$ cat src/hdl/assert_macros.svh
// Assertion macros used by the top-level RTL file of the gyro bias tracker.
`ifndef ASSERT_MACROS_SVH
`define ASSERT_MACROS_SVH

// Same-cycle implication, disabled while reset is high.
`define ASSERT_IMPLY(label, clk, rst, ante, cons, msg) \
   label: assert property (@(posedge clk) disable iff (rst) (ante) |-> (cons)) \
      else $error(msg);

// Next-cycle implication, disabled while reset is high.
`define ASSERT_NEXT(label, clk, rst, ante, cons, msg) \
   label: assert property (@(posedge clk) disable iff (rst) (ante) |=> (cons)) \
      else $error(msg);

`endif

$ cat src/hdl/ilgb_pkg.sv
// Types and constants shared by the gyro bias tracker modules.
`default_nettype none

package ilgb_pkg;

   localparam int NUM_AXES = 6;
   localparam int AXIS_AX  = 0;
   localparam int AXIS_AY  = 1;
   localparam int AXIS_AZ  = 2;
   localparam int AXIS_GX  = 3;
   localparam int AXIS_GY  = 4;
   localparam int AXIS_GZ  = 5;

   localparam int RAW_W  = 16;
   localparam int FILT_W = 24;
   localparam int DIFF_W = 25;
   localparam int SUM_W  = 32;
   localparam int RATE_W = 24;
   localparam int THR_W  = 11;
   localparam int WGT_W  = 9;

   // Configuration register indexes.
   localparam logic CSR_STILL_THRESHOLD = 1'b0;
   localparam logic CSR_FILTER_WEIGHT   = 1'b1;

   localparam logic [THR_W-1:0] THR_RESET = 11'd8;
   localparam logic [WGT_W-1:0] WGT_RESET = 9'd182;
   localparam logic [WGT_W-1:0] WGT_FULL  = 9'd256;

   // round(2^24 * 256 / (16.4 * 57.29578)): Q15.8 raw counts to Q.16 rad/s.
   localparam logic signed [23:0] RATE_GAIN = 24'sd4570812;

   typedef logic signed [FILT_W-1:0] filt_type;
   typedef logic signed [DIFF_W-1:0] diff_type;
   typedef logic signed [SUM_W-1:0]  sum_type;
   typedef logic signed [RATE_W-1:0] rate_type;

   // Which bias a mean computation belongs to.
   typedef logic [1:0] bias_sel_type;
   localparam bias_sel_type BIAS_X = 2'd0;
   localparam bias_sel_type BIAS_Y = 2'd1;
   localparam bias_sel_type BIAS_Z = 2'd2;

   typedef struct packed {
      logic         valid;
      bias_sel_type sel;
      sum_type      sum;
   } div_req_type;

   typedef struct packed {
      logic         valid;
      bias_sel_type sel;
      filt_type     mean;
   } div_rsp_type;

endpackage

`default_nettype wire

$ cat src/hdl/ilgb_filter_lane.sv
// One first-order low-pass filter lane for a single IMU axis.
`default_nettype none

module ilgb_filter_lane (
   input  wire                                 clock,
   input  wire                                 load,
   input  wire                                 seed,
   input  wire  [ilgb_pkg::WGT_W-1:0]          weight,
   input  wire  signed [ilgb_pkg::RAW_W-1:0]   raw,
   output ilgb_pkg::filt_type                  filt
);

   ilgb_pkg::filt_type  f_ff;
   ilgb_pkg::filt_type  f_in;
   ilgb_pkg::filt_type  raw_q8;
   ilgb_pkg::diff_type  delta;
   logic signed [34:0]  num;
   logic signed [34:0]  rnd;

   // (256 - w) * f + w * r equals 256 * f + w * (r - f), which needs one multiplier.
   always_comb begin
      raw_q8 = {raw, 8'b0};
      delta  = ilgb_pkg::diff_type'(raw_q8) - ilgb_pkg::diff_type'(f_ff);
      num    = 35'(delta) * 35'($signed({1'b0, weight}))
             + (35'(f_ff) <<< 8);
      // Round to nearest with ties away from zero before the shift.
      rnd    = num + (num[34] ? 35'sd127 : 35'sd128);
      f_in   = seed ? raw_q8 : rnd[31:8];
   end

   always_ff @(posedge clock) begin
      if (load) begin
         f_ff <= f_in;
      end
   end

   assign filt = f_ff;

endmodule

`default_nettype wire

$ cat config.mk
export PLATFORM = sky130hd
export DESIGN_NAME = ilgb_filter_lane
export DESIGN_NICKNAME = d
export VERILOG_FILES = /design/src/hdl/assert_macros.svh /design/src/hdl/ilgb_pkg.sv /design/src/hdl/ilgb_filter_lane.sv
export SDC_FILE = /design/constraint.sdc
export NUM_CORES = 1
export LEC_CHECK = 0
export BUFFER_PORTS_ARGS = -buffer_cell sky130_fd_sc_hd__buf_4
export CORE_MARGIN = 5
export CORE_UTILIZATION = 50
export CTS_CLUSTER_DIAMETER = 40
export DETAILED_ROUTE_END_ITERATION = 12
export PLACE_DENSITY_LB_ADDON = 0.08
export SETUP_SLACK_MARGIN = 0.4
export SYNTH_ARGS = -nofsm -noshare
export SYNTH_HDL_FRONTEND = slang
export SYNTH_SLANG_ARGS = --single-unit
$ cat constraint.sdc
create_clock -name clock -period 24.4 [get_ports clock]
set_input_delay 2.44 -clock clock [delete_from_list [all_inputs] [get_ports clock]]
set_output_delay 2.44 -clock clock [all_outputs]
set_load 0.05 [all_outputs]
# Yosys cells after proc, flatten, opt, wreduce, memory -nomap -nowiden
# Index checks and enable logic that the tools add are counted.
[classes]
add_sub_neg = 3
multipliers = 1
n_mux = 2
[ops]
columns = ["operator", "count"]
rows = [
  ["adder 35 x 32 -> 35 bit", 1],
  ["multiplier 25 x 10 -> 35 bit", 1],
  ["adder 32 x 9 -> 32 bit", 1],
  ["subtractor 24 x 24 -> 25 bit", 1],
  ["two-way mux 24 bit", 1],
  ["two-way mux 8 bit", 1],
]
[word_totals]
reg_bits = 24
in_bits = 28
output_inout_bits = 24
elab_cells = 8

# Longest topological paths before layout
[depth]
depth_word = 6
depth_mapped = 38

# Worst setup path before layout
# OpenSTA, ideal clock, no wires.
[synth_timing]
path_kind = "input-to-reg"
from = "input port raw[0] (netlist bit)"
to = "register f_ff[20], in the netlist filt[20], data pin"
setup_ps = 259
arrival_ps = 10521
setup_slack_ps = 13620
stages = 32
path_buffers = 2
cell_sequence = "ha_1 -> nor2b_1 -> a31oi_1 -> o21ai_0 -> o41ai_1 -> o21ai_0 -> or4_1 -> nand2_1 -> o21ai_0 -> o41a_1 -> xor2_1 -> and2_1 -> fa_1 -> fa_1 -> fa_1 -> fa_1 -> inv_1 -> fa_1 -> inv_1 -> ha_1 -> clkbuf_1 -> a211oi_1 -> o21ai_0 -> a221oi_1 -> nor3b_1 -> nor3_1 -> nand2_1 -> nor4_4 -> and3_1 -> buf_4 -> a21oi_2 -> a211o_1"
[synth_between]
elab_chain_cells = 6
[synth_rtl]
columns = ["element", "line_no", "rtl"]
rows = [
  ["from (decl)", "ilgb_filter_lane.sv:9", "input wire signed [ilgb_pkg::RAW_W-1:0] raw,"],
  ["subtractor 24 x 24 -> 25 bit (*)", "ilgb_filter_lane.sv:23", "delta = ilgb_pkg::diff_type'(raw_q8) - ilgb_pkg::diff_type'(f_ff);"],
  ["multiplier 25 x 10 -> 35 bit (*)", "ilgb_filter_lane.sv:24", "num = 35'(delta) * 35'($signed({1'b0, weight}))"],
  ["adder 35 x 32 -> 35 bit (*)", "ilgb_filter_lane.sv:25", "+ (35'(f_ff) <<< 8);"],
  ["two-way mux 8 bit", "ilgb_filter_lane.sv:27", "rnd = num + (num[34] ? 35'sd127 : 35'sd128);"],
  ["adder 32 x 9 -> 32 bit (*)", "ilgb_filter_lane.sv:27", ""],
  ["two-way mux 24 bit (*)", "ilgb_filter_lane.sv:28", "f_in = seed ? raw_q8 : rnd[31:8];"],
  ["net f_in[20]", "ilgb_filter_lane.sv:14", "ilgb_pkg::filt_type f_in;"],
  ["to (signal assigned)", "ilgb_filter_lane.sv:33", "f_ff <= f_in;"],
  ["to (decl)", "ilgb_filter_lane.sv:13", "ilgb_pkg::filt_type f_ff;"],
]
# The timed path passes the listed nets; every way through them passes the cells marked *.
# A chain may end at the register's enable or synchronous reset.

# Worst setup path in the final report
# Same ends and word-level chain as after synthesis.

==> results.md <==
* Status: finished clean
* Xor/xnor share of the synthesized area at 0.0567
* 1st-iter DRT viols at 530
* Netlist cell types at 73
* Width of the die at 160 um
* Die height at 160 um
* Starting Density at 0.510
* Crit-path max FO at 9
* CTS H-Tree Depth at 1
* Slowest stage cell, crit path: o41ai_1
* Count leader, synth: inv_1
* Leading register cell type out of synthesis: edfxtp_1
* Share of cells above drive strength 1 at 0.0587
* Post-cts resize count at 0
* Vias in the first global route at 8949
* Worst Tran Pin Value at 1.04 ns
* Drt pass-1 iters at 5
* Core Footprint at 22000 um^2
* Site Rows at 54
* Simple-Gate Fraction of Synth Area at 0.194
* Synthesized instance count at 1308
* Crit path time final at 11.87 ns
* Ranking of synthesized cells by area: fa_1, ha_1, inv_1
* Commonest cells in the netlist: inv_1, fa_1, nand2_1
* Initial antenna violation count at 0
* Diode count at 0
* Final slew viol count at 0
* Die area at 25500 um^2
* Mux share of post-synthesis cell area at 0.000893
* Top Ports at 52
* Via count at 8687
* Async set-or-reset flop fraction in the synthesized netlist at 0
* Most common cell on crit path: fa_1
* Synthesized Nets at 1641
* WP data required at 24.41 ns
* WL per Instance at 18.4 um
* Largest family of logic cells by synthesized area: adder cells
* Max reg flops at 24
* Adder-Cell Fraction of Synth Area at 0.480
* Endpoint class of the critical path: register
* Area leader, netlist: fa_1
* Post-synthesis register bit count at 24
* DRC violations left at 0
* WP data arrival at 11.88 ns
* Synth-to-layout area growth at 6.43%
* Port bufs at 51
* Hold_buf cts at 0
* Post-synthesis compound-gate area fraction at 0.0958
* Worst Setup Start Kind: input port
* Gr ovfl total at 0
* CTS clk-pin slew, worst paths at 0.07 ns
* Number of flops mapped to enable cells by yosys at 24
* Mapped cell area at 11200 um^2
* RSZ-0062 raised after global routing: false
* First-pass GRT wire length at 49.3 mm
* GPL Wtd Cong at 0.896
* Setup CP Type: in -> reg
* Max Cap Viol at 0
* Number of routed nets with antenna violations at 0
* Number of setup violations in the final report at 0
* Final nets at 1662
* Setup TNS at 0 ns
* Clk root buf: clkbuf_16
* Mapped Avg Cell Area at 8.57 um^2
* Post-route clock period utilization at 0.486
* Detailed-route wire length at 29.6 mm
* CTS buffer count at 3
* Relative slew slack at 0.301
* Total GRT Usage at 0.240
* CTS tree: yes
* Max Buffers Root-to-Sink at 2
* Post-synth top area share at 0.372
* Worst path max stage delay at 0.56 ns
* Dpl hpwl at 24.9 mm
* Worst clock skew at 0.00455 ns
* Worst-skew pair later-pin latency at 0.26 ns
* Setup Fix Bufs, Post-CTS at 0
* Clock Sinks at 24
* Endpoints failing hold at 0
* Hold Path Class: reg -> reg
* Yosys synthesis warning count at 0
* Largest net degree at the start of global routing at 41
* Final Util at 0.543
* Vias per cell at 5.40
* Fmax at 84.2 MHz
* Post-synthesis sequential area ratio at 0.0643
-- cell usage in the layout (no fill, tap or decap), types with 30 or more instances in the layout --
cell / synthesis / routed
inv_1: 277 / 277
fa_1: 208 / 208
nand2_1: 169 / 169
and2_1: 126 / 126
ha_1: 97 / 97
buf_4: 1 / 58
nor2_1: 48 / 48
xnor2_1: 46 / 46
a21oi_1: 31 / 31
o21ai_0: 30 / 30
-- layout make-up --
cell class | count | area (um^2)
Clock inverter | 1 | 30.0
Clock buffer | 3 | 75.1
Fill cell | 2041 | 10000
Sequential cell | 24 | 721
Multi-Input combinational cell | 965 | 9270
Timing Repair Buffer | 58 | 435
Tap cell | 280 | 350
Inverter | 277 | 1040
-- metrics by stage --
step | instance area, um^2 | hold WS (ns) | instances | setup slack [ns]
final | 11900 | 1.80 | 1608 | 12.53
after global routing | 11900 | 1.88 | 1608 | 11.88
after CTS | 11900 | 1.79 | 1608 | 12.59
after detailed placement | 11800 | 1.77 | 1604 | 12.38
after global placement | 11800 | 1.71 | 1604 | 12.57
after floorplan | 11200 | 1.66 | 1308 | 13.62
-- logic make-up (layout without fill, tap and decap cells) --
group,after synthesis,count (layout)
AOI/OAI and AO/OA,154,154
xor gates and xnor gates,71,71
adders and majority gates,305,305
buffers and inverters,319,339
DFF,24,24
muxes,1,1
and+or+nand+nor,434,434
-- critical path: cells and delay by family --
| kind | cells | cell delay, ns |
|---|---|---|
| fa+ha+maj | 7 | 3.24 |
| buf+inv | 3 | 0.23 |
| xor+xnor | 1 | 0.55 |
| simple gates | 9 | 2.42 |
| compound gates | 11 | 3.00 |
-- final timing paths --
path | start | end | slack, ns | cells after the start
max | raw[0] | filt[20]$_DFFE_PP_ | 12.53 | 31
min | filt[7]$_SDFFCE_PP0P_ | filt[8]$_DFFE_PP_ | 1.80 | 6
max reg2reg | filt[8]$_DFFE_PP_ | filt[20]$_DFFE_PP_ | 14.27 | 31
min reg2reg | filt[7]$_SDFFCE_PP0P_ | filt[8]$_DFFE_PP_ | 1.80 | 6
-- per-layer routing --
layer | share of wire | global-route usage | wire, um
met5 | 0 | 0 | 0
met4 | 0.0092 | 0.0300 | 271
met3 | 0.055 | 0.0235 | 1630
met2 | 0.41 | 0.349 | 12200
met1 | 0.52 | 0.395 | 15400
Power is left out: the tool's default activity adds up to more than one toggle a clock period on the data nets, which glitch-free logic cannot reach.
