$ cat config.mk
export PLATFORM = sky130hd
export DESIGN_NAME = ilgb_mean_div
export DESIGN_NICKNAME = d
export VERILOG_FILES = /design/src/hdl/assert_macros.svh /design/src/hdl/ilgb_pkg.sv /design/src/hdl/ilgb_mean_div.sv
export SDC_FILE = /design/constraint.sdc
export NUM_CORES = 1
export LEC_CHECK = 0
export BUFFER_PORTS_ARGS = -buffer_cell sky130_fd_sc_hd__buf_2
export CAP_MARGIN = 15
export CELL_PAD_IN_SITES_DETAIL_PLACEMENT = 2
export CELL_PAD_IN_SITES_GLOBAL_PLACEMENT = 2
export CORE_UTILIZATION = 47
export CTS_BUF_LIST = sky130_fd_sc_hd__clkbuf_2
export DETAILED_ROUTE_END_ITERATION = 7
export HOLD_SLACK_MARGIN = 0.12
export PLACE_DENSITY = 0.94
export SETUP_SLACK_MARGIN = 0.3
export SLEW_MARGIN = 40
export SYNTH_ARGS = -nofsm -noshare
export SYNTH_HDL_FRONTEND = slang
export SYNTH_SLANG_ARGS = --single-unit
$ cat constraint.sdc
create_clock -name clock -period 19.75 [get_ports clock]
set_input_delay 4.9375 -clock clock [delete_from_list [all_inputs] [get_ports clock]]
set_output_delay 4.9375 -clock clock [all_outputs]
set_load 0.1 [all_outputs]
$ cat src/hdl/assert_macros.svh
// Assertion macros used by the top-level RTL file of the gyro bias tracker.
`ifndef ASSERT_MACROS_SVH
`define ASSERT_MACROS_SVH

// Same-cycle implication, disabled while reset is high.
`define ASSERT_IMPLY(label, clk, rst, ante, cons, msg) \
   label: assert property (@(posedge clk) disable iff (rst) (ante) |-> (cons)) \
      else $error(msg);

// Next-cycle implication, disabled while reset is high.
`define ASSERT_NEXT(label, clk, rst, ante, cons, msg) \
   label: assert property (@(posedge clk) disable iff (rst) (ante) |=> (cons)) \
      else $error(msg);

`endif

$ cat src/hdl/ilgb_pkg.sv
// Types and constants shared by the gyro bias tracker modules.
`default_nettype none

package ilgb_pkg;

   localparam int NUM_AXES = 6;
   localparam int AXIS_AX  = 0;
   localparam int AXIS_AY  = 1;
   localparam int AXIS_AZ  = 2;
   localparam int AXIS_GX  = 3;
   localparam int AXIS_GY  = 4;
   localparam int AXIS_GZ  = 5;

   localparam int RAW_W  = 16;
   localparam int FILT_W = 24;
   localparam int DIFF_W = 25;
   localparam int SUM_W  = 32;
   localparam int RATE_W = 24;
   localparam int THR_W  = 11;
   localparam int WGT_W  = 9;

   // Configuration register indexes.
   localparam logic CSR_STILL_THRESHOLD = 1'b0;
   localparam logic CSR_FILTER_WEIGHT   = 1'b1;

   localparam logic [THR_W-1:0] THR_RESET = 11'd8;
   localparam logic [WGT_W-1:0] WGT_RESET = 9'd182;
   localparam logic [WGT_W-1:0] WGT_FULL  = 9'd256;

   // round(2^24 * 256 / (16.4 * 57.29578)): Q15.8 raw counts to Q.16 rad/s.
   localparam logic signed [23:0] RATE_GAIN = 24'sd4570812;

   typedef logic signed [FILT_W-1:0] filt_type;
   typedef logic signed [DIFF_W-1:0] diff_type;
   typedef logic signed [SUM_W-1:0]  sum_type;
   typedef logic signed [RATE_W-1:0] rate_type;

   // Which bias a mean computation belongs to.
   typedef logic [1:0] bias_sel_type;
   localparam bias_sel_type BIAS_X = 2'd0;
   localparam bias_sel_type BIAS_Y = 2'd1;
   localparam bias_sel_type BIAS_Z = 2'd2;

   typedef struct packed {
      logic         valid;
      bias_sel_type sel;
      sum_type      sum;
   } div_req_type;

   typedef struct packed {
      logic         valid;
      bias_sel_type sel;
      filt_type     mean;
   } div_rsp_type;

endpackage

`default_nettype wire

$ cat src/hdl/ilgb_mean_div.sv
// Pipelined rounded division of a signed sum by the window length.
`default_nettype none

module ilgb_mean_div #(
   parameter int WINDOW = 100
) (
   input  wire                    clock,
   input  wire                    reset,
   input  ilgb_pkg::div_req_type  req,
   output ilgb_pkg::div_rsp_type  rsp
);

   localparam logic [31:0] HALF  = 32'(WINDOW / 2);
   localparam logic [31:0] RECIP = 32'((64'd1 << 32) / WINDOW);
   localparam logic [8:0]  WIN   = 9'(WINDOW);
   localparam int          QW    = 25;

   logic                   s0_v_ff, s1_v_ff, s2_v_ff;
   ilgb_pkg::bias_sel_type s0_sel_ff, s1_sel_ff, s2_sel_ff;
   logic                   s0_neg_ff, s1_neg_ff, s2_neg_ff;
   logic [31:0]            s0_mag_ff, s1_mag_ff;
   logic [QW-1:0]          s1_q_ff, s2_q_ff;

   logic [31:0]            abs_in;
   logic [31:0]            mag_in;
   logic [63:0]            prod;
   logic [31:0]            rem;
   logic [QW-1:0]          q_in;
   logic signed [QW-1:0]   mean_full;

   always_comb begin
      abs_in = req.sum[31] ? 32'(-req.sum) : 32'(req.sum);
      mag_in = abs_in + HALF;
      prod   = 64'(s0_mag_ff) * 64'(RECIP);
      // The reciprocal estimate is low by at most one; one compare fixes it.
      rem    = s1_mag_ff - 32'(34'(s1_q_ff) * 34'(WIN));
      q_in   = s1_q_ff + QW'(rem >= 32'(WIN));
      mean_full = s2_neg_ff ? -$signed(s2_q_ff) : $signed(s2_q_ff);
   end

   always_ff @(posedge clock) begin
      if (reset) begin
         s0_v_ff <= 1'b0;
         s1_v_ff <= 1'b0;
         s2_v_ff <= 1'b0;
      end else begin
         s0_v_ff <= req.valid;
         s1_v_ff <= s0_v_ff;
         s2_v_ff <= s1_v_ff;
      end
   end

   always_ff @(posedge clock) begin
      s0_sel_ff <= req.sel;
      s0_neg_ff <= req.sum[31];
      s0_mag_ff <= mag_in;
      s1_sel_ff <= s0_sel_ff;
      s1_neg_ff <= s0_neg_ff;
      s1_mag_ff <= s0_mag_ff;
      s1_q_ff   <= prod[32 +: QW];
      s2_sel_ff <= s1_sel_ff;
      s2_neg_ff <= s1_neg_ff;
      s2_q_ff   <= q_in;
   end

   always_comb begin
      rsp.valid = s2_v_ff;
      rsp.sel   = s2_sel_ff;
      rsp.mean  = mean_full[ilgb_pkg::FILT_W-1:0];
   end

endmodule

`default_nettype wire

After elaboration in Yosys (flattened, before gate mapping):

Index checks and enable logic that the tools add are counted.

* word-level logic and storage cells: 23
* bits in registers: 125

* $lt $le $gt $ge: 1
* add/subtract/negate cells: 5
* multiply operators: 2
* muxes and demuxes: 2

Operators with widths (number)
* $mul A32 B23 Y54 const B: 1
* $add A32 B6 Y32 const B: 1
* $ge A32 B7 Y1 const B: 1
* $mux W32: 1
* $neg A32 Y32: 1
* $sub A32 B32 Y32: 1
* $mul A25 B5 Y30 const B: 1
* $add A24 B1 Y24: 1
* $mux W24: 1
* $neg A24 Y24: 1

Logic depth before layout (Yosys ltp):

* word-level depth: 4
* mapped depth: 35
* gate-level depth less buffers: 34

Least setup slack after synthesis:

OpenSTA, ideal clock, no wires.

* kind: input to register
* from: input req[5] (netlist bit)
* to: register s0_mag_ff[23]
* buffers on the path: 1
* stages on the path: 11
* path slack: 11903 ps
* arrival time: 7720 ps
* library setup time: 126 ps
* cell sequence: or4_1 -> or3_1 -> buf_2 -> or3_1 -> a311o_1 -> nor4_4 -> nand3b_1 -> nor4_2 -> inv_1 -> or3_1 -> xor2_1

* cells in the longest elaborated chain, start to end: 3

RTL lines
* start, declared: RTL line ilgb_mean_div.sv:9 `input ilgb_pkg::div_req_type req,`
* $neg A32 Y32: RTL line ilgb_mean_div.sv:32 `abs_in = req.sum[31] ? 32'(-req.sum) : 32'(req.sum);`
* $mux W32 *: RTL line ilgb_mean_div.sv:32
* $add A32 B6 Y32 *: RTL line ilgb_mean_div.sv:33 `mag_in = abs_in + HALF;`
* named net mag_in[23]: RTL line ilgb_mean_div.sv:25 `logic [31:0] mag_in;`
* end signal, assigned: RTL line ilgb_mean_div.sv:56 `s0_mag_ff <= mag_in;`
* end, declared: RTL line ilgb_mean_div.sv:21 `logic [31:0] s0_mag_ff, s1_mag_ff;`

Mark *: on every way through the listed nets, which the timed path passes. The rest lies on a longest branch.
A chain may end at the register's enable or synchronous reset.

Final worst setup path:

* from: register s1_q_ff[1]
* to: register s2_q_ff[22]

* cells in the longest elaborated chain, start to end: 4

RTL lines
* start, declared: RTL line ilgb_mean_div.sv:22 `logic [QW-1:0] s1_q_ff, s2_q_ff;`
* start signal, assigned: RTL line ilgb_mean_div.sv:60 `s1_q_ff <= prod[32 +: QW];`
* $mul A25 B5 Y30: RTL line ilgb_mean_div.sv:36 `rem = s1_mag_ff - 32'(34'(s1_q_ff) * 34'(WIN));`
* $sub A32 B32 Y32: RTL line ilgb_mean_div.sv:36
* $ge A32 B7 Y1: RTL line ilgb_mean_div.sv:37 `q_in = s1_q_ff + QW'(rem >= 32'(WIN));`
* $add A24 B1 Y24 *: RTL line ilgb_mean_div.sv:37
* named net q_in[22]: RTL line ilgb_mean_div.sv:28 `logic [QW-1:0] q_in;`
* end signal, assigned: RTL line ilgb_mean_div.sv:63 `s2_q_ff <= q_in;`
* end, declared: RTL line ilgb_mean_div.sv:22

Marks and branches as above.

==> results.yml <==
clock_network:
  numCtsBuffers: 17
  post_cts_buffers: 0
  post_cts_resized: 0
  cts_tree: "built"
  clk_latency_ns: 1.12
  cts_buffer_depth: 2
  root_buffer: "clkbuf_2"
  cts_sinks: 123
  clk_pin_slew_worst_paths_ns: 0.28
  postCtsHoldBufs: 0
  h-tree-depth: 4
floorplanning:
  start_util_pct: 47.68
  rows: 76
  die_w_um: 211.3
  die-area_um2: 44640
  coreArea_um2: 43170
  die-height_um: 211.3
  num_io_pins: 64
global_route:
  grt_pass1_vias: 20320
  antenna_found_initial: 4
  grt_pass1_wl_mm: 125.2
  grt_usage_pct: 38.29
  grt_overflow_total: 0
  grt_max_degree: 38
logic_synthesis:
  synthFlopType: "dfxtp_1"
  syn_nets: 2825
  synth_top_area_cell: "fa_1"
  synth_area_leaders: "fa_1, ha_1, dfxtp_1"
  seq_area_frac_synth_pct: 11.96
  synthTopCellsByCount: "ha_1, inv_1, fa_1"
  ys_ff_latch: 123
  synth_edf_count: 0
  synthCells: 2060
  synth.most_common_cell: "ha_1"
  synth_area_um2: 20590
  yosys.cell_types.count: 65
  avgSynthCellArea_um2: 9.993
  synth_warnings: 0
  ys_async_sr_fraction_pct: 0
  netlist.area_leader.share_pct: 28.88
critical_path:
  cp_max_fo: 11
  arrival_ns: 9.85
  reg2regPathDepth: 32
  crit_path_max_incr_delay_ns: 0.54
  cp_slowest_cell: "dfxtp_1"
  worstSetupPathType: "reg -> reg"
  critPathLaunchType: "flop"
  worstSetupEndpointType: "flop"
  crit_top_cell: "ha_1"
  crit_required_ns: 20.73
cells_and_area:
  n_fill_cell: 4492
  drive_gt1_share_pct: 6.194
  utilization_pct: 50.60
  syn2layout_area_growth_pct: 6.108
  final_nets: 2883
sta:
  period_needed_ns: 8.864
  hold_viol_final: 0
  post-route-period-util_pct: 44.88
  fmax_mhz: 112.8
  holdWs_ns: 0.3512
  fin_skew_ns: 0.08373
  final_max_slew_viol_count: 0
  timing.slew.headroom_pct: 34.64
  setup-violations-final: 0
  tightest_slew_ns: 0.9790
  tns_ns: 0
  worst_slack_ns: 10.89
  rsz0062_at_grt: "no"
routing:
  wl_met1_mm: 31.51
  vias: 17110
  drtPass1Iterations: 8
  post_drt_wl_per_cell_um: 31.90
  drc_errors: 0
  antenna_left: 0
  drt_wl_total_mm: 86.82
  top_layer_used: "met4"
  dr_wl_met2_mm: 43.85
  dr.first_iter.drc_count: 1076
  dr_wl_met3_mm: 5.470
  viasPerCell: 6.285
place:
  dp_hpwl_mm: 66.46
  pre_cts_ws_ns: 11.14
  io_buffers: 63
  gp_congestion: 0.8971
status:
  outcome: "finished clean"
min_path:
  hold_depth: 0
  hold_path_class: "reg -> reg"
run:
  timing.max_cap.violations: 0
==> layout make-up <==
type	count	area, µm²	area share (%)
multi-input combinational	1535	16610	76.02
sequential	123	2481	11.36
inverter	378	1419	6.496
tap	585	732.0	3.351
timing repair buffer	63	315.3	1.443
clock inverter	15	190.2	0.8707
clock buffer	17	85.08	0.3895
antenna	6	15.01	0.06874
==> worst paths after layout <==
kind / startpoint / to / slack [ns]
min reg2reg: s0_sel_ff[1]$_DFF_P_ / s1_sel_ff[1]$_DFF_P_ / 0.35
max reg2reg: s1_q_ff[1]$_DFF_P_ / s2_q_ff[22]$_DFF_P_ / 10.89
min: s0_sel_ff[1]$_DFF_P_ / s1_sel_ff[1]$_DFF_P_ / 0.35
max: s1_q_ff[1]$_DFF_P_ / s2_q_ff[22]$_DFF_P_ / 10.89
==> layout by cell type, fill, tap and decap left out, drive strengths merged, types with 7 or more instances in the layout <==
cell	instances
nor3	29
o31ai	20
nor2	55
nor2b	17
and3	17
nand3	32
o41ai	9
or3	17
xnor2	106
buf	63
nand2b	16
o21a	9
o2111ai	7
clkbuf	17
nand2	79
nor4	12
o211ai	9
a21oi	79
o21ai	60
dfxtp	123
a21o	29
ha	431
fa	297
nand4	19
o21bai	15
or2	9
a31oi	15
inv	382
a211oi	8
xor2	62
==> cells by family (layout without fill, tap and decap cells) <==
logic type	Yosys count	after routing	share of synthesized area, %
AO/OA/AOI/OAI	308	308	9.944
XOR/XNOR	168	168	7.148
adder cells (fa/ha/maj)	728	728	55.08
buffers and inverters	402	473	7.372
flip-flops	123	123	11.96
multiplexers	8	8	0.4011
other	0	6	0
AND/OR/NAND/NOR	323	323	8.096
==> stage by stage <==
step           cells  area, µm²
6_report        2722      21840
5_1_grt         2720      21840
4_1_cts         2716      21810
3_5_place_dp    2684      21540
3_3_place_gp    2684      21530
2_1_floorplan   2060      20590
==> layer usage <==
layer / vias up / GRT usage [%]
met1: 8798 / 42.35
met4: 0 / 21.81
met2: 851 / 69.10
met5: - / 0
li1: 7041 / -
met3: 418 / 6.527
==> worst max-delay path: cells and delay by family, from the launching register on <==
kind,cells,cell delay [ns]
fa+ha+maj,7,2.43
compound gates,11,2.87
flops,1,0.54
xor+xnor,2,0.33
simple gates,12,2.56
==> flip-flops by register name (all words and copies together), names as in the netlist <==
name,cells
s1_neg_ff,1
s1_sel_ff,2
s0_v_ff,1
s2_neg_ff,1
s0_neg_ff,1
s2_q_ff,24
s1_q_ff,25
s2_sel_ff,2
s1_v_ff,1
s1_mag_ff,30
s0_mag_ff,32
s2_v_ff,1
s0_sel_ff,2
Power is left out: the tool's default activity adds up to more than one toggle a clock period on the data nets, which glitch-free logic cannot reach.
