[src/hdl/assert_macros.svh]
// Assertion macros used by the top-level RTL file of the gyro bias tracker.
`ifndef ASSERT_MACROS_SVH
`define ASSERT_MACROS_SVH

// Same-cycle implication, disabled while reset is high.
`define ASSERT_IMPLY(label, clk, rst, ante, cons, msg) \
   label: assert property (@(posedge clk) disable iff (rst) (ante) |-> (cons)) \
      else $error(msg);

// Next-cycle implication, disabled while reset is high.
`define ASSERT_NEXT(label, clk, rst, ante, cons, msg) \
   label: assert property (@(posedge clk) disable iff (rst) (ante) |=> (cons)) \
      else $error(msg);

`endif

[src/hdl/ilgb_pkg.sv]
// Types and constants shared by the gyro bias tracker modules.
`default_nettype none

package ilgb_pkg;

   localparam int NUM_AXES = 6;
   localparam int AXIS_AX  = 0;
   localparam int AXIS_AY  = 1;
   localparam int AXIS_AZ  = 2;
   localparam int AXIS_GX  = 3;
   localparam int AXIS_GY  = 4;
   localparam int AXIS_GZ  = 5;

   localparam int RAW_W  = 16;
   localparam int FILT_W = 24;
   localparam int DIFF_W = 25;
   localparam int SUM_W  = 32;
   localparam int RATE_W = 24;
   localparam int THR_W  = 11;
   localparam int WGT_W  = 9;

   // Configuration register indexes.
   localparam logic CSR_STILL_THRESHOLD = 1'b0;
   localparam logic CSR_FILTER_WEIGHT   = 1'b1;

   localparam logic [THR_W-1:0] THR_RESET = 11'd8;
   localparam logic [WGT_W-1:0] WGT_RESET = 9'd182;
   localparam logic [WGT_W-1:0] WGT_FULL  = 9'd256;

   // round(2^24 * 256 / (16.4 * 57.29578)): Q15.8 raw counts to Q.16 rad/s.
   localparam logic signed [23:0] RATE_GAIN = 24'sd4570812;

   typedef logic signed [FILT_W-1:0] filt_type;
   typedef logic signed [DIFF_W-1:0] diff_type;
   typedef logic signed [SUM_W-1:0]  sum_type;
   typedef logic signed [RATE_W-1:0] rate_type;

   // Which bias a mean computation belongs to.
   typedef logic [1:0] bias_sel_type;
   localparam bias_sel_type BIAS_X = 2'd0;
   localparam bias_sel_type BIAS_Y = 2'd1;
   localparam bias_sel_type BIAS_Z = 2'd2;

   typedef struct packed {
      logic         valid;
      bias_sel_type sel;
      sum_type      sum;
   } div_req_type;

   typedef struct packed {
      logic         valid;
      bias_sel_type sel;
      filt_type     mean;
   } div_rsp_type;

endpackage

`default_nettype wire

[src/hdl/ilgb_rate_lane.sv]
// One rate conversion lane: Q15.8 bias-corrected count to Q.16 rad/s.
`default_nettype none

module ilgb_rate_lane (
   input  wire                 clock,
   input  ilgb_pkg::diff_type  diff,
   output ilgb_pkg::rate_type  rate
);

   logic signed [47:0] prod_ff;
   logic signed [47:0] prod_in;
   logic signed [47:0] rnd;

   assign prod_in = 48'(diff) * 48'(ilgb_pkg::RATE_GAIN);

   always_ff @(posedge clock) begin
      prod_ff <= prod_in;
   end

   // Divide by 2^24, rounding to nearest with ties away from zero.
   always_comb begin
      rnd = prod_ff + (prod_ff[47] ? 48'sh7FFFFF : 48'sh800000);
   end

   assign rate = rnd[47:24];

endmodule

`default_nettype wire

[config.mk]
export PLATFORM = sky130hd
export DESIGN_NAME = ilgb_rate_lane
export DESIGN_NICKNAME = d
export VERILOG_FILES = /design/src/hdl/assert_macros.svh /design/src/hdl/ilgb_pkg.sv /design/src/hdl/ilgb_rate_lane.sv
export SDC_FILE = /design/constraint.sdc
export NUM_CORES = 1
export LEC_CHECK = 0
export ABC_AREA = 1
export BUFFER_PORTS_ARGS = -buffer_cell sky130_fd_sc_hd__buf_2
export CAP_MARGIN = 5
export CORE_UTILIZATION = 50
export DETAILED_ROUTE_END_ITERATION = 8
export GPL_TIMING_DRIVEN = 0
export PLACE_DENSITY = 0.72
export SYNTH_ARGS = -nofsm -noshare
export SYNTH_HDL_FRONTEND = slang
export SYNTH_SLANG_ARGS = --single-unit
[constraint.sdc]
create_clock -name clock -period 12.49 [get_ports clock]
set_input_delay 1.249 -clock clock [delete_from_list [all_inputs] [get_ports clock]]
set_output_delay 1.249 -clock clock [all_outputs]
set_load 0.1 [all_outputs]
* After elaboration in Yosys (flattened, before gate mapping)
Cells that the tools add are included.
** Word-level totals
- Flip-flop bits (word level) :: 46
- Input bits :: 26
- Word-level logic and storage cells :: 4
** Operators by class
- Add/sub/neg operators :: 1
- $mul :: 1
- Multiplexer cells :: 1
** Operator list (count)
- adder 48 x 25 -> 48 bit :: 1
- multiplier 25 x 22 -> 46 bit, second input constant :: 1
- two-way mux 24 bit :: 1

* Logic depth before layout (Yosys ltp)
Gate-level depths: netlist of run 1.
- Depth in word-level cells :: 2
- Mapped depth :: 30
- Depth with buffers taken out :: 28

* Worst setup path after synthesis of run 1
No wires, ideal clock.
- Kind :: input to register
- From :: in diff[24]
- To :: reg prod_ff[46]
- Arrival :: 6.483 ns
- Path slack :: 5.894 ns
- Stages :: 21
- Buffers on the path :: 2
- Path through :: inv_1 -> buf_4 -> buf_2 -> fa_1 -> inv_1 -> fa_1 -> fa_1 -> fa_1 -> fa_1 -> fa_1 -> inv_1 -> fa_1 -> inv_1 -> ha_1 -> nand2_1 -> nor2_1 -> nand2_1 -> nor2_1 -> nand3_1 -> nand4_1 -> nand2_1
** Between the ends
- Longest elaborated chain between the ends :: 1
** RTL lines
- start: declaration :: RTL line ilgb_rate_lane.sv:6 : input ilgb_pkg::diff_type diff,
- multiplier 25 x 22 -> 46 bit :: RTL line ilgb_rate_lane.sv:14 : assign prod_in = 48'(diff) * 48'(ilgb_pkg::RATE_GAIN);
- via prod_in[46] :: RTL line ilgb_rate_lane.sv:11 : logic signed [47:0] prod_in;
- end signal: assignment :: RTL line ilgb_rate_lane.sv:17 : prod_ff <= prod_in;
- end: declaration :: RTL line ilgb_rate_lane.sv:10 : logic signed [47:0] prod_ff;
The timed path passes the listed nets, and every way through them passes these cells.

* Final worst setup path of run 1
- From :: in diff[24]
- To :: reg prod_ff[45]
The elaborated chain is that of the path after synthesis.

==> results of run 1 <==
[cell type report]
class | instances | area [sq um] | area share
Buffer | 4 | 22.5 | 0.00131
Clock buffer | 6 | 129 | 0.00749
Clock inverter | 2 | 37.5 | 0.00218
Inverter | 627 | 2350 | 0.137
Multi-Input combinational cell | 1552 | 12900 | 0.753
Sequential cell | 46 | 921 | 0.0535
Tap cell | 435 | 544 | 0.0316
Timing Repair Buffer | 49 | 245 | 0.0143
[logic make-up (layout without fill, tap and decap cells)]
kind of cell,count (synthesis),count (layout),share of synthesized area
fa+ha+maj,484,484,0.497
flops,46,46,0.0567
buf+inv,631,688,0.146
compound gates,97,97,0.0327
simple gates,920,920,0.240
xor+xnor,51,51,0.0275
[synth_stat cells, drive strengths merged]
master and count:
nand2 636, inv 627, fa 268, ha 216, nor2 138, nand3 99, a21oi 57, dfxtp 46
xor2 39, o21ai 28, nand4 19, nor3 14, xnor2 12, o21bai 8, or2 6, buf 4
nor3b 3, nand3b 2, o21a 2, a21boi 1, a21o 1, and2 1, and3 1, nor4 1
[metal layers]
metal	track usage	wire (um)	up-vias
li1	-	-	6681
met1	0.354	18600	6344
met2	0.472	19800	329
met3	0.0267	2080	70
met4	0.0807	1280	0
met5	0	0	-
[how the worst min path moves through the flow]
stage,startpoint,depth (start not counted),to
final,diff[0],1,prod_ff[2]
after global routing,diff[0],1,prod_ff[2]
after CTS,diff[0],1,prod_ff[2]
after detailed placement,diff[0],1,prod_ff[2]
after global placement,diff[0],1,prod_ff[2]
after floorplan,diff[0],0,prod_ff[2]
[per-stage QoR]
| step | hold WS, ns | std cells | setup slack (ns) | instance area (sq um) |
|---|---|---|---|---|
| 2_1_floorplan | 1.28 | 2229 | 5.89 | 16200 |
| 3_3_place_gp | 1.56 | 2713 | 4.64 | 17000 |
| 3_5_place_dp | 1.56 | 2713 | 4.57 | 17000 |
| 4_1_cts | 1.26 | 2721 | 4.87 | 17200 |
| 5_1_grt | 1.26 | 2721 | 4.42 | 17200 |
| 6_report | 1.26 | 2721 | 4.83 | 17200 |
[layout by cell type, fill, tap and decap left out, types with 2 or more instances in the layout]
cell type and instances:
ha_1 216, nor3_1 4, nor2_4 2, fa_1 268, o21ai_0 27, a21oi_1 57, nand3_2 5, inv_1 623
nor3b_2 3, nor2_2 15, or2_2 2, inv_2 4, buf_2 52, nor3_4 2, dfxtp_1 46, nand3_1 94
nand2_1 617, xor2_1 39, nor3_2 8, o21bai_1 6, nand2_2 19, o21a_1 2, xnor2_1 12, clkbuf_16 5
nand4_1 19, nor2_1 121, or2_1 4
==> impl_metrics.env, run 1 <==
export IMPL_grt_max_degree=31
export IMPL_top_register="prod_ff"
export IMPL_cts_tree="yes"
export IMPL_worst_slew_pin_slew_ns=0.878
export IMPL_path_class="primary input to register"
export IMPL_fmaxAchievable_ghz=0.131
export IMPL_max_slew_margin=0.414
export IMPL_finalSetupViolations=0
export IMPL_first_iter_violations=944
export IMPL_synth_area_per_cell_sq_um=7.29
export IMPL_status="completed"
export IMPL_route_vias_total=13400
export IMPL_cp_common_cell="fa_1"
export IMPL_drtPass1Iterations=6
export IMPL_core_sq_mm=0.0318
export IMPL_track_usage=0.270
export IMPL_end_kind="register"
export IMPL_synth_top_area_frac=0.330
export IMPL_drive_gt1_frac=0.0542
export IMPL_die_y_um=182
export IMPL_critPathMaxFanout=30
export IMPL_setup_worst_path_start="diff[24]"
export IMPL_synthesis_area_sq_mm=0.0162
export IMPL_die_w_um=182
export IMPL_cts_buffers=5
export IMPL_wirelength_mm=41.7
export IMPL_nFillCells=3093
export IMPL_io_pins=50
export IMPL_post_cts_resized=0
export IMPL_grt_pass1_wl_mm=70.3
export IMPL_clk_pin_slew_ns=0.06
export IMPL_critical_path_cell_chain="buf_2, inv_1, buf_4, buf_2, fa_1, inv_1, fa_1, fa_1, fa_1, fa_1, fa_1, inv_1, fa_1, inv_1, ha_1, nand2_1, nor2_1, nand2_1, nor2_1, nand4_1, nand4_1, nand2_1"
export IMPL_tns_ns=0
export IMPL_crit_buf_inv=7
export IMPL_num_antenna_cells=0
export IMPL_synth_cells=2229
export IMPL_syn_to_final_growth_pct=5.88
export IMPL_cts_htree_levels=2
export IMPL_ys_ff_latch=46
export IMPL_cts_path_max_buffers=2
export IMPL_synthTopCellsByArea="fa_1, ha_1, inv_1"
export IMPL_rsz0062_at_grt="no"
export IMPL_cts_hold_buf=0
export IMPL_design_die_area_sq_mm=0.0332
export IMPL_postSynthNetCount=2739
export IMPL_worst_path_stages=22
export IMPL_largest_reg_flops=46
export IMPL_cts_sinks=46
export IMPL_ys_warn_count=0
export IMPL_top_regs="prod_ff x46"
export IMPL_place_hpwl_mm=38.1
export IMPL_worst_path_largest_cell_delay_ns=0.61
export IMPL_yosys_area_top_type="fa_1"
export IMPL_wl_per_cell_um=15.3
export IMPL_min_period_ns=7.66
export IMPL_final_net_count=2795
export IMPL_first_global_vias=14300
export IMPL_worstPathRequired_ns=12.67
export IMPL_globalRoute_totalOverflow=0
export IMPL_place_gp_congestion=1.01
export IMPL_min_period_over_period=0.613
export IMPL_drt_vias_per_instance=4.93
export IMPL_cp_slowest_cell="buf_2"
export IMPL_worstSetupEndpoint="prod_ff[45]"
export IMPL_cts_root_buf="clkbuf_16"
export IMPL_drv_slew=0
export IMPL_path_delay_family="adder cells"
export IMPL_hold_class="primary input to register"
export IMPL_postCtsSetupRepairBufs=0
export IMPL_drc=0
export IMPL_yosysUniqueCellTypes=37
export IMPL_max_cap_violations=0
export IMPL_start_util=0.511
export IMPL_ys_seq_area_frac=0.0567
export IMPL_antenna_left=0
export IMPL_antenna_found_initial=0
export IMPL_final_hold_violation_count=0
export IMPL_place_port_buffers=49
export IMPL_fin_util=0.541
export IMPL_startpoint_type="primary input"
export IMPL_crit_arrival_ns=7.84
export IMPL_std_cell_rows=65
Power of run 1 is not shown: default switching activity piles up to over one toggle a cycle in this logic, so the estimate is an artifact.
==> run 2: changes to the inputs <==
- ABC_AREA: 1 -> 0
- PLACE_DENSITY: 0.72 -> 0.73
- clock period: 12.49 -> 7.9 ns (I/O delays scaled with it)
==> run 2 against run 1 <==
The flow now finishes with violations (design-rule violations). Setup slack lost 4.6 ns. Via count shrank 30%. Highest routed layer unchanged. Area after synthesis shrank 17%. Critical path depth grew 2. Hold slack lost 0.47 ns. Clock-buffer cell count is the same. Final cell count shrank 35%. Flip-flop and latch count is the same.
==> impl_metrics.env, run 2 <==
export IMPL_io_pins=50
export IMPL_top_regs="prod_ff x46"
export IMPL_synth_most_common_cell="inv_1"
export IMPL_clk_pin_slew_ns=0.06
export IMPL_cts_sinks=46
export IMPL_core_sq_mm=0.0263
export IMPL_yosysUniqueCellTypes=62
export IMPL_cts_buffers=5
export IMPL_track_usage=0.234
export IMPL_cts_root_buf="clkbuf_16"
export IMPL_fmaxAchievable_ghz=0.131
export IMPL_synthTopCellsByCount="inv_1, fa_1, ha_1"
export IMPL_final_net_count=1949
export IMPL_drc=3
export IMPL_worstSetupEndpoint="prod_ff[47]"
export IMPL_cts_hold_buf=0
export IMPL_path_class="primary input to register"
export IMPL_critPathMaxFanout=7
export IMPL_cp_slowest_cell="fa_1"
export IMPL_synth_edf_count=0
export IMPL_first_global_vias=10300
export IMPL_hold_start="diff[0]"
export IMPL_worst_slew_pin_slew_ns=0.810
export IMPL_postSynth_asyncResetShare=0
export IMPL_min_period_over_period=0.965
export IMPL_critical_path_cell_chain="buf_2, inv_1, fa_1, inv_1, fa_1, inv_1, fa_1, inv_1, fa_1, fa_1, fa_1, inv_1, fa_1, inv_1, ha_1, a21oi_1, o22ai_1, o21a_1, nor3_2, a21oi_2, a31o_2, a221oi_2, mux2i_1, nand4_1"
export IMPL_ys_seq_area_frac=0.0683
export IMPL_yosys_area_top_type="fa_1"
export IMPL_synthesis_area_sq_mm=0.0135
export IMPL_synth_flop_cell="dfxtp_1"
export IMPL_end_kind="register"
export IMPL_ys_warn_count=0
export IMPL_antenna_found_initial=0
export IMPL_violations="design-rule violations"
export IMPL_final_hold_violation_count=0
export IMPL_multi_input_area_sq_mm=0.0111
export IMPL_rsz0062_at_grt="no"
export IMPL_globalRoute_totalOverflow=0
export IMPL_first_iter_violations=383
export IMPL_drtPass1Iterations=7
export IMPL_finalSetupViolations=0
export IMPL_status="complete, but fails checks"
export IMPL_wirelength_mm=29.7
export IMPL_holdWs_ns=0.790
export IMPL_cts_path_max_buffers=2
export IMPL_final_common_cell="inv_1"
export IMPL_grt_max_degree=30
export IMPL_place_gp_congestion=0.959
export IMPL_crit_arrival_ns=7.72
export IMPL_setup_worst_path_start="diff[16]"
export IMPL_synth_area_per_cell_sq_um=9.74
export IMPL_die_w_um=166
export IMPL_min_period_ns=7.63
export IMPL_die_y_um=166
export IMPL_syn_to_final_growth_pct=6.37
export IMPL_start_util=0.513
export IMPL_startpoint_type="primary input"
export IMPL_drive_gt1_frac=0.0660
export IMPL_hold_class="primary input to register"
export IMPL_worst_path_largest_cell_delay_ns=0.62
export IMPL_tns_ns=0
export IMPL_std_cell_rows=59
export IMPL_fin_util=0.546
export IMPL_worstPathRequired_ns=7.99
export IMPL_cp_common_cell="fa_1"
export IMPL_ys_ff_latch=46
export IMPL_postSynthNetCount=1894
export IMPL_largest_reg_flops=46
export IMPL_cts_tree="yes"
export IMPL_drv_slew=0
export IMPL_num_antenna_cells=0
export IMPL_drt_vias_per_instance=5.26
export IMPL_cts_htree_levels=2
export IMPL_top_register="prod_ff"
export IMPL_place_hpwl_mm=26.1
export IMPL_synth_top_area_frac=0.398
export IMPL_design_die_area_sq_mm=0.0276
export IMPL_nFillCells=2366
export IMPL_wl_per_cell_um=16.7
export IMPL_synthTopCellsByArea="fa_1, ha_1, inv_1"
export IMPL_final_seq_area_sq_um=921
export IMPL_route_vias_total=9344
export IMPL_grt_pass1_wl_mm=50.9
export IMPL_max_slew_margin=0.459
export IMPL_antenna_left=0
export IMPL_place_port_buffers=49
export IMPL_final_cell_mix="inv_1, fa_1, ha_1, xnor2_1, a21oi_1"
export IMPL_max_cap_violations=0
export IMPL_synth_cells=1384
[run 2: cell types whose count changed in the layout (fill, tap and decap cells not counted), moves of 14 or more]
cell,delta
nand2_1,-570
clkbuf_1,+15
nor2_2,-15
xnor2_1,+53
a21o_1,+27
and3_1,+14
nor2_1,-87
nand3_1,-69
inv_1,-250
nand2_2,-19
[run 2: cell families after synthesis]
group,Yosys count,share of synthesized area
flip-flops,46,0.0683
adder cells (fa/ha/maj),484,0.598
XOR/XNOR,95,0.0617
AO/OA/AOI/OAI,179,0.0885
AND/OR/NAND/NOR,173,0.0655
multiplexers,8,0.00622
buffers and inverters,399,0.112
[run 2: repair_timing]
action / 4_1_cts / 5_1_grt
buffers inserted: 0 / 4
cloned: 0 / 0
pin swaps: 0 / 1
gates resized for setup: 4 / 11
setup endpoints to repair: 4 / 8
[run 2: layer usage]
layer | routed length (um) | GRT usage | up-vias | share of wire
li1 | - | - | 4447 | -
met3 | 971 | 0.0243 | 48 | 0.033
met5 | 0 | 0 | - | 0
met1 | 12200 | 0.290 | 4677 | 0.41
met4 | 896 | 0.0700 | 0 | 0.030
met2 | 15600 | 0.430 | 172 | 0.53
[run 2: how the worst min path moves through the flow]
stage	cells after the start	slack, ns	to
6_report	1	0.79	prod_ff[2]
5_1_grt	1	0.78	prod_ff[2]
4_1_cts	1	0.79	prod_ff[2]
3_5_place_dp	1	1.09	prod_ff[2]
3_3_place_gp	1	1.09	prod_ff[2]
2_1_floorplan	0	0.82	prod_ff[2]
[run 2: stage by stage]
stage          setup WS (ns)  cells  cell area (sq um)
6_report               0.275   1775              14300
5_1_grt               0.0281   1775              14300
4_1_cts              0.00191   1776              14300
3_5_place_dp          -0.625   1768              14200
3_3_place_gp          -0.552   1768              14200
2_1_floorplan          0.919   1384              13500
[run 2: area by class of cell]
| cell class | count | share of cell area |
|---|---|---|
| plain buffers | 20 | 0.00610 |
| clock buffers | 6 | 0.00898 |
| clock inverters | 2 | 0.000959 |
| inverters | 374 | 0.0980 |
| multi-input cells | 939 | 0.773 |
| flip-flops and latches | 46 | 0.0642 |
| well taps | 335 | 0.0292 |
| repair buffers | 53 | 0.0194 |
[run 2: critical path: cells and delay by family]
kind | cells | cell delay (ns)
compound gates | 6 | 1.36
simple gates | 2 | 0.49
fa+ha+maj | 8 | 4.07
buf+inv | 7 | 0.77
mux | 1 | 0.23
Power of run 2 is left out for the same reason.
==> run 3: changes to the inputs <==
--- a/config.mk
+++ b/config.mk
@@ -13,4 +13,5 @@
 export GPL_TIMING_DRIVEN = 0
 export PLACE_DENSITY = 0.73
+export SLEW_MARGIN = 20
 export SYNTH_ARGS = -nofsm -noshare
 export SYNTH_HDL_FRONTEND = slang
==> constraint.sdc (replaced) <==
create_clock -name clock -period 7.9 [get_ports clock]
set_input_delay 1.185 -clock clock [delete_from_list [all_inputs] [get_ports clock]]
set_output_delay 1.185 -clock clock [all_outputs]
set_load 0.1 [all_outputs]
==> run 3 against run 2 <==
The run still ends with design-rule violations left. Die area stayed put. Critical endpoint unchanged. Via count is 0.22% higher. Critical path depth is 2 lower. Non-clock buffer count is 1 higher.
==> impl_metrics.env, run 3 (synthesized netlist as in run 2, its figures left out) <==
export IMPL_startpoint_type="primary input"
export IMPL_cp_slowest_cell="fa_2"
export IMPL_path_class="primary input to register"
export IMPL_first_iter_violations=419
export IMPL_violations="design-rule violations"
export IMPL_drtPass1Iterations=6
export IMPL_cp_common_cell="fa_1"
export IMPL_clk_pin_slew_ns=0.06
export IMPL_place_port_buffers=49
export IMPL_top_usage_layer="met2"
export IMPL_largest_reg_flops=46
export IMPL_antenna_found_initial=0
export IMPL_num_antenna_cells=0
export IMPL_worst_path_largest_cell_delay_ns=0.61
export IMPL_syn_to_final_growth_pct=8.11
export IMPL_cts_sinks=46
export IMPL_cts_root_buf="clkbuf_16"
export IMPL_hold_class="primary input to register"
export IMPL_final_cell_mix="inv_1, fa_1, ha_1, xnor2_1, a21oi_1"
export IMPL_grt_max_degree=30
export IMPL_top_regs="prod_ff x46"
export IMPL_fmaxAchievable_ghz=0.128
export IMPL_antenna_left=0
export IMPL_grt_pass1_wl_mm=51.0
export IMPL_globalRoute_totalOverflow=0
export IMPL_wirelength_mm=29.9
export IMPL_final_common_cell="inv_1"
export IMPL_critPathMaxFanout=7
export IMPL_crit_buf_inv=5
export IMPL_track_usage=0.235
export IMPL_holdWs_ns=1.18
export IMPL_std_cell_rows=59
export IMPL_critical_path_cell_chain="clkbuf_4, clkinvlp_4, fa_2, inv_1, fa_1, inv_1, fa_1, inv_1, fa_1, fa_1, fa_1, fa_1, ha_2, nand3_1, or3_4, a2111oi_4, nor3_4, a21oi_2, a31o_4, a221oi_4, mux2i_1, nand4_1"
export IMPL_min_period_ns=7.80
export IMPL_end_kind="register"
export IMPL_cts_buffers=5
export IMPL_worstPathRequired_ns=7.99
export IMPL_io_pins=50
export IMPL_worst_slew_pin_slew_ns=0.806
export IMPL_final_hold_violation_count=0
export IMPL_drt_vias_per_instance=5.27
export IMPL_cts_path_max_buffers=2
export IMPL_drc=3
export IMPL_min_period_over_period=0.987
export IMPL_max_slew_margin=0.462
export IMPL_crit_arrival_ns=7.88
export IMPL_final_net_count=1950
export IMPL_design_die_area_sq_mm=0.0276
export IMPL_status="complete, but fails checks"
export IMPL_use_met3=0.0245
export IMPL_core_sq_mm=0.0263
export IMPL_use_met1=0.292
export IMPL_drive_gt1_frac=0.0861
export IMPL_start_util=0.513
export IMPL_cts_htree_levels=2
export IMPL_first_global_vias=10300
export IMPL_use_met2=0.432
export IMPL_cts_tree="yes"
export IMPL_place_hpwl_mm=26.1
export IMPL_drv_slew=0
export IMPL_wl_per_cell_um=16.9
export IMPL_die_w_um=166
export IMPL_max_cap_violations=0
export IMPL_route_vias_total=9365
export IMPL_die_y_um=166
export IMPL_finalSetupViolations=0
export IMPL_path_delay_family="adder cells"
export IMPL_top_register="prod_ff"
export IMPL_place_gp_congestion=0.959
run 3: cell type report:
type,count,area [sq um]
clock buffers,6,129
clock inverters,2,13.8
multi-input cells,939,11300
inverters,374,1420
flip-flops and latches,46,921
plain buffers,17,83.8
fillers,2344,11700
well taps,335,419
repair buffers,57,342
run 3: final timing paths:
path                  slack [ns]          end  cells after the start  startpoint
worst max-delay path        0.10  prod_ff[47]                     22    diff[15]
worst min-delay path        1.18   prod_ff[2]                      1     diff[0]
run 3: repair_timing:
action                     in CTS  in global routing
buffers inserted                2                  6
pin swaps                       2                  7
setup endpoints to repair      14                 10
resized for setup              15                 54
hold buffers                    0                  0
run 3: per-stage QoR:
stage	setup WS, ns	setup TNS, ns	std cells	cell area [sq um]	utilization
2_1_floorplan	0.524	0	1384	13500	-
3_3_place_gp	-0.947	-8.48	1768	14200	0.538
3_5_place_dp	-1.02	-9.71	1768	14200	0.538
4_1_cts	0.0115	0	1774	14300	0.546
5_1_grt	-0.0508	-0.0508	1776	14600	0.555
6_report	0.104	0	1776	14600	0.555
run 3: routing by layer:
metal  wire (um)  share of wire
met1       12400           0.41
met3         926          0.031
met2       15700           0.52
met5           0              0
met4         945          0.032
Power of run 3 is left out for the same reason.
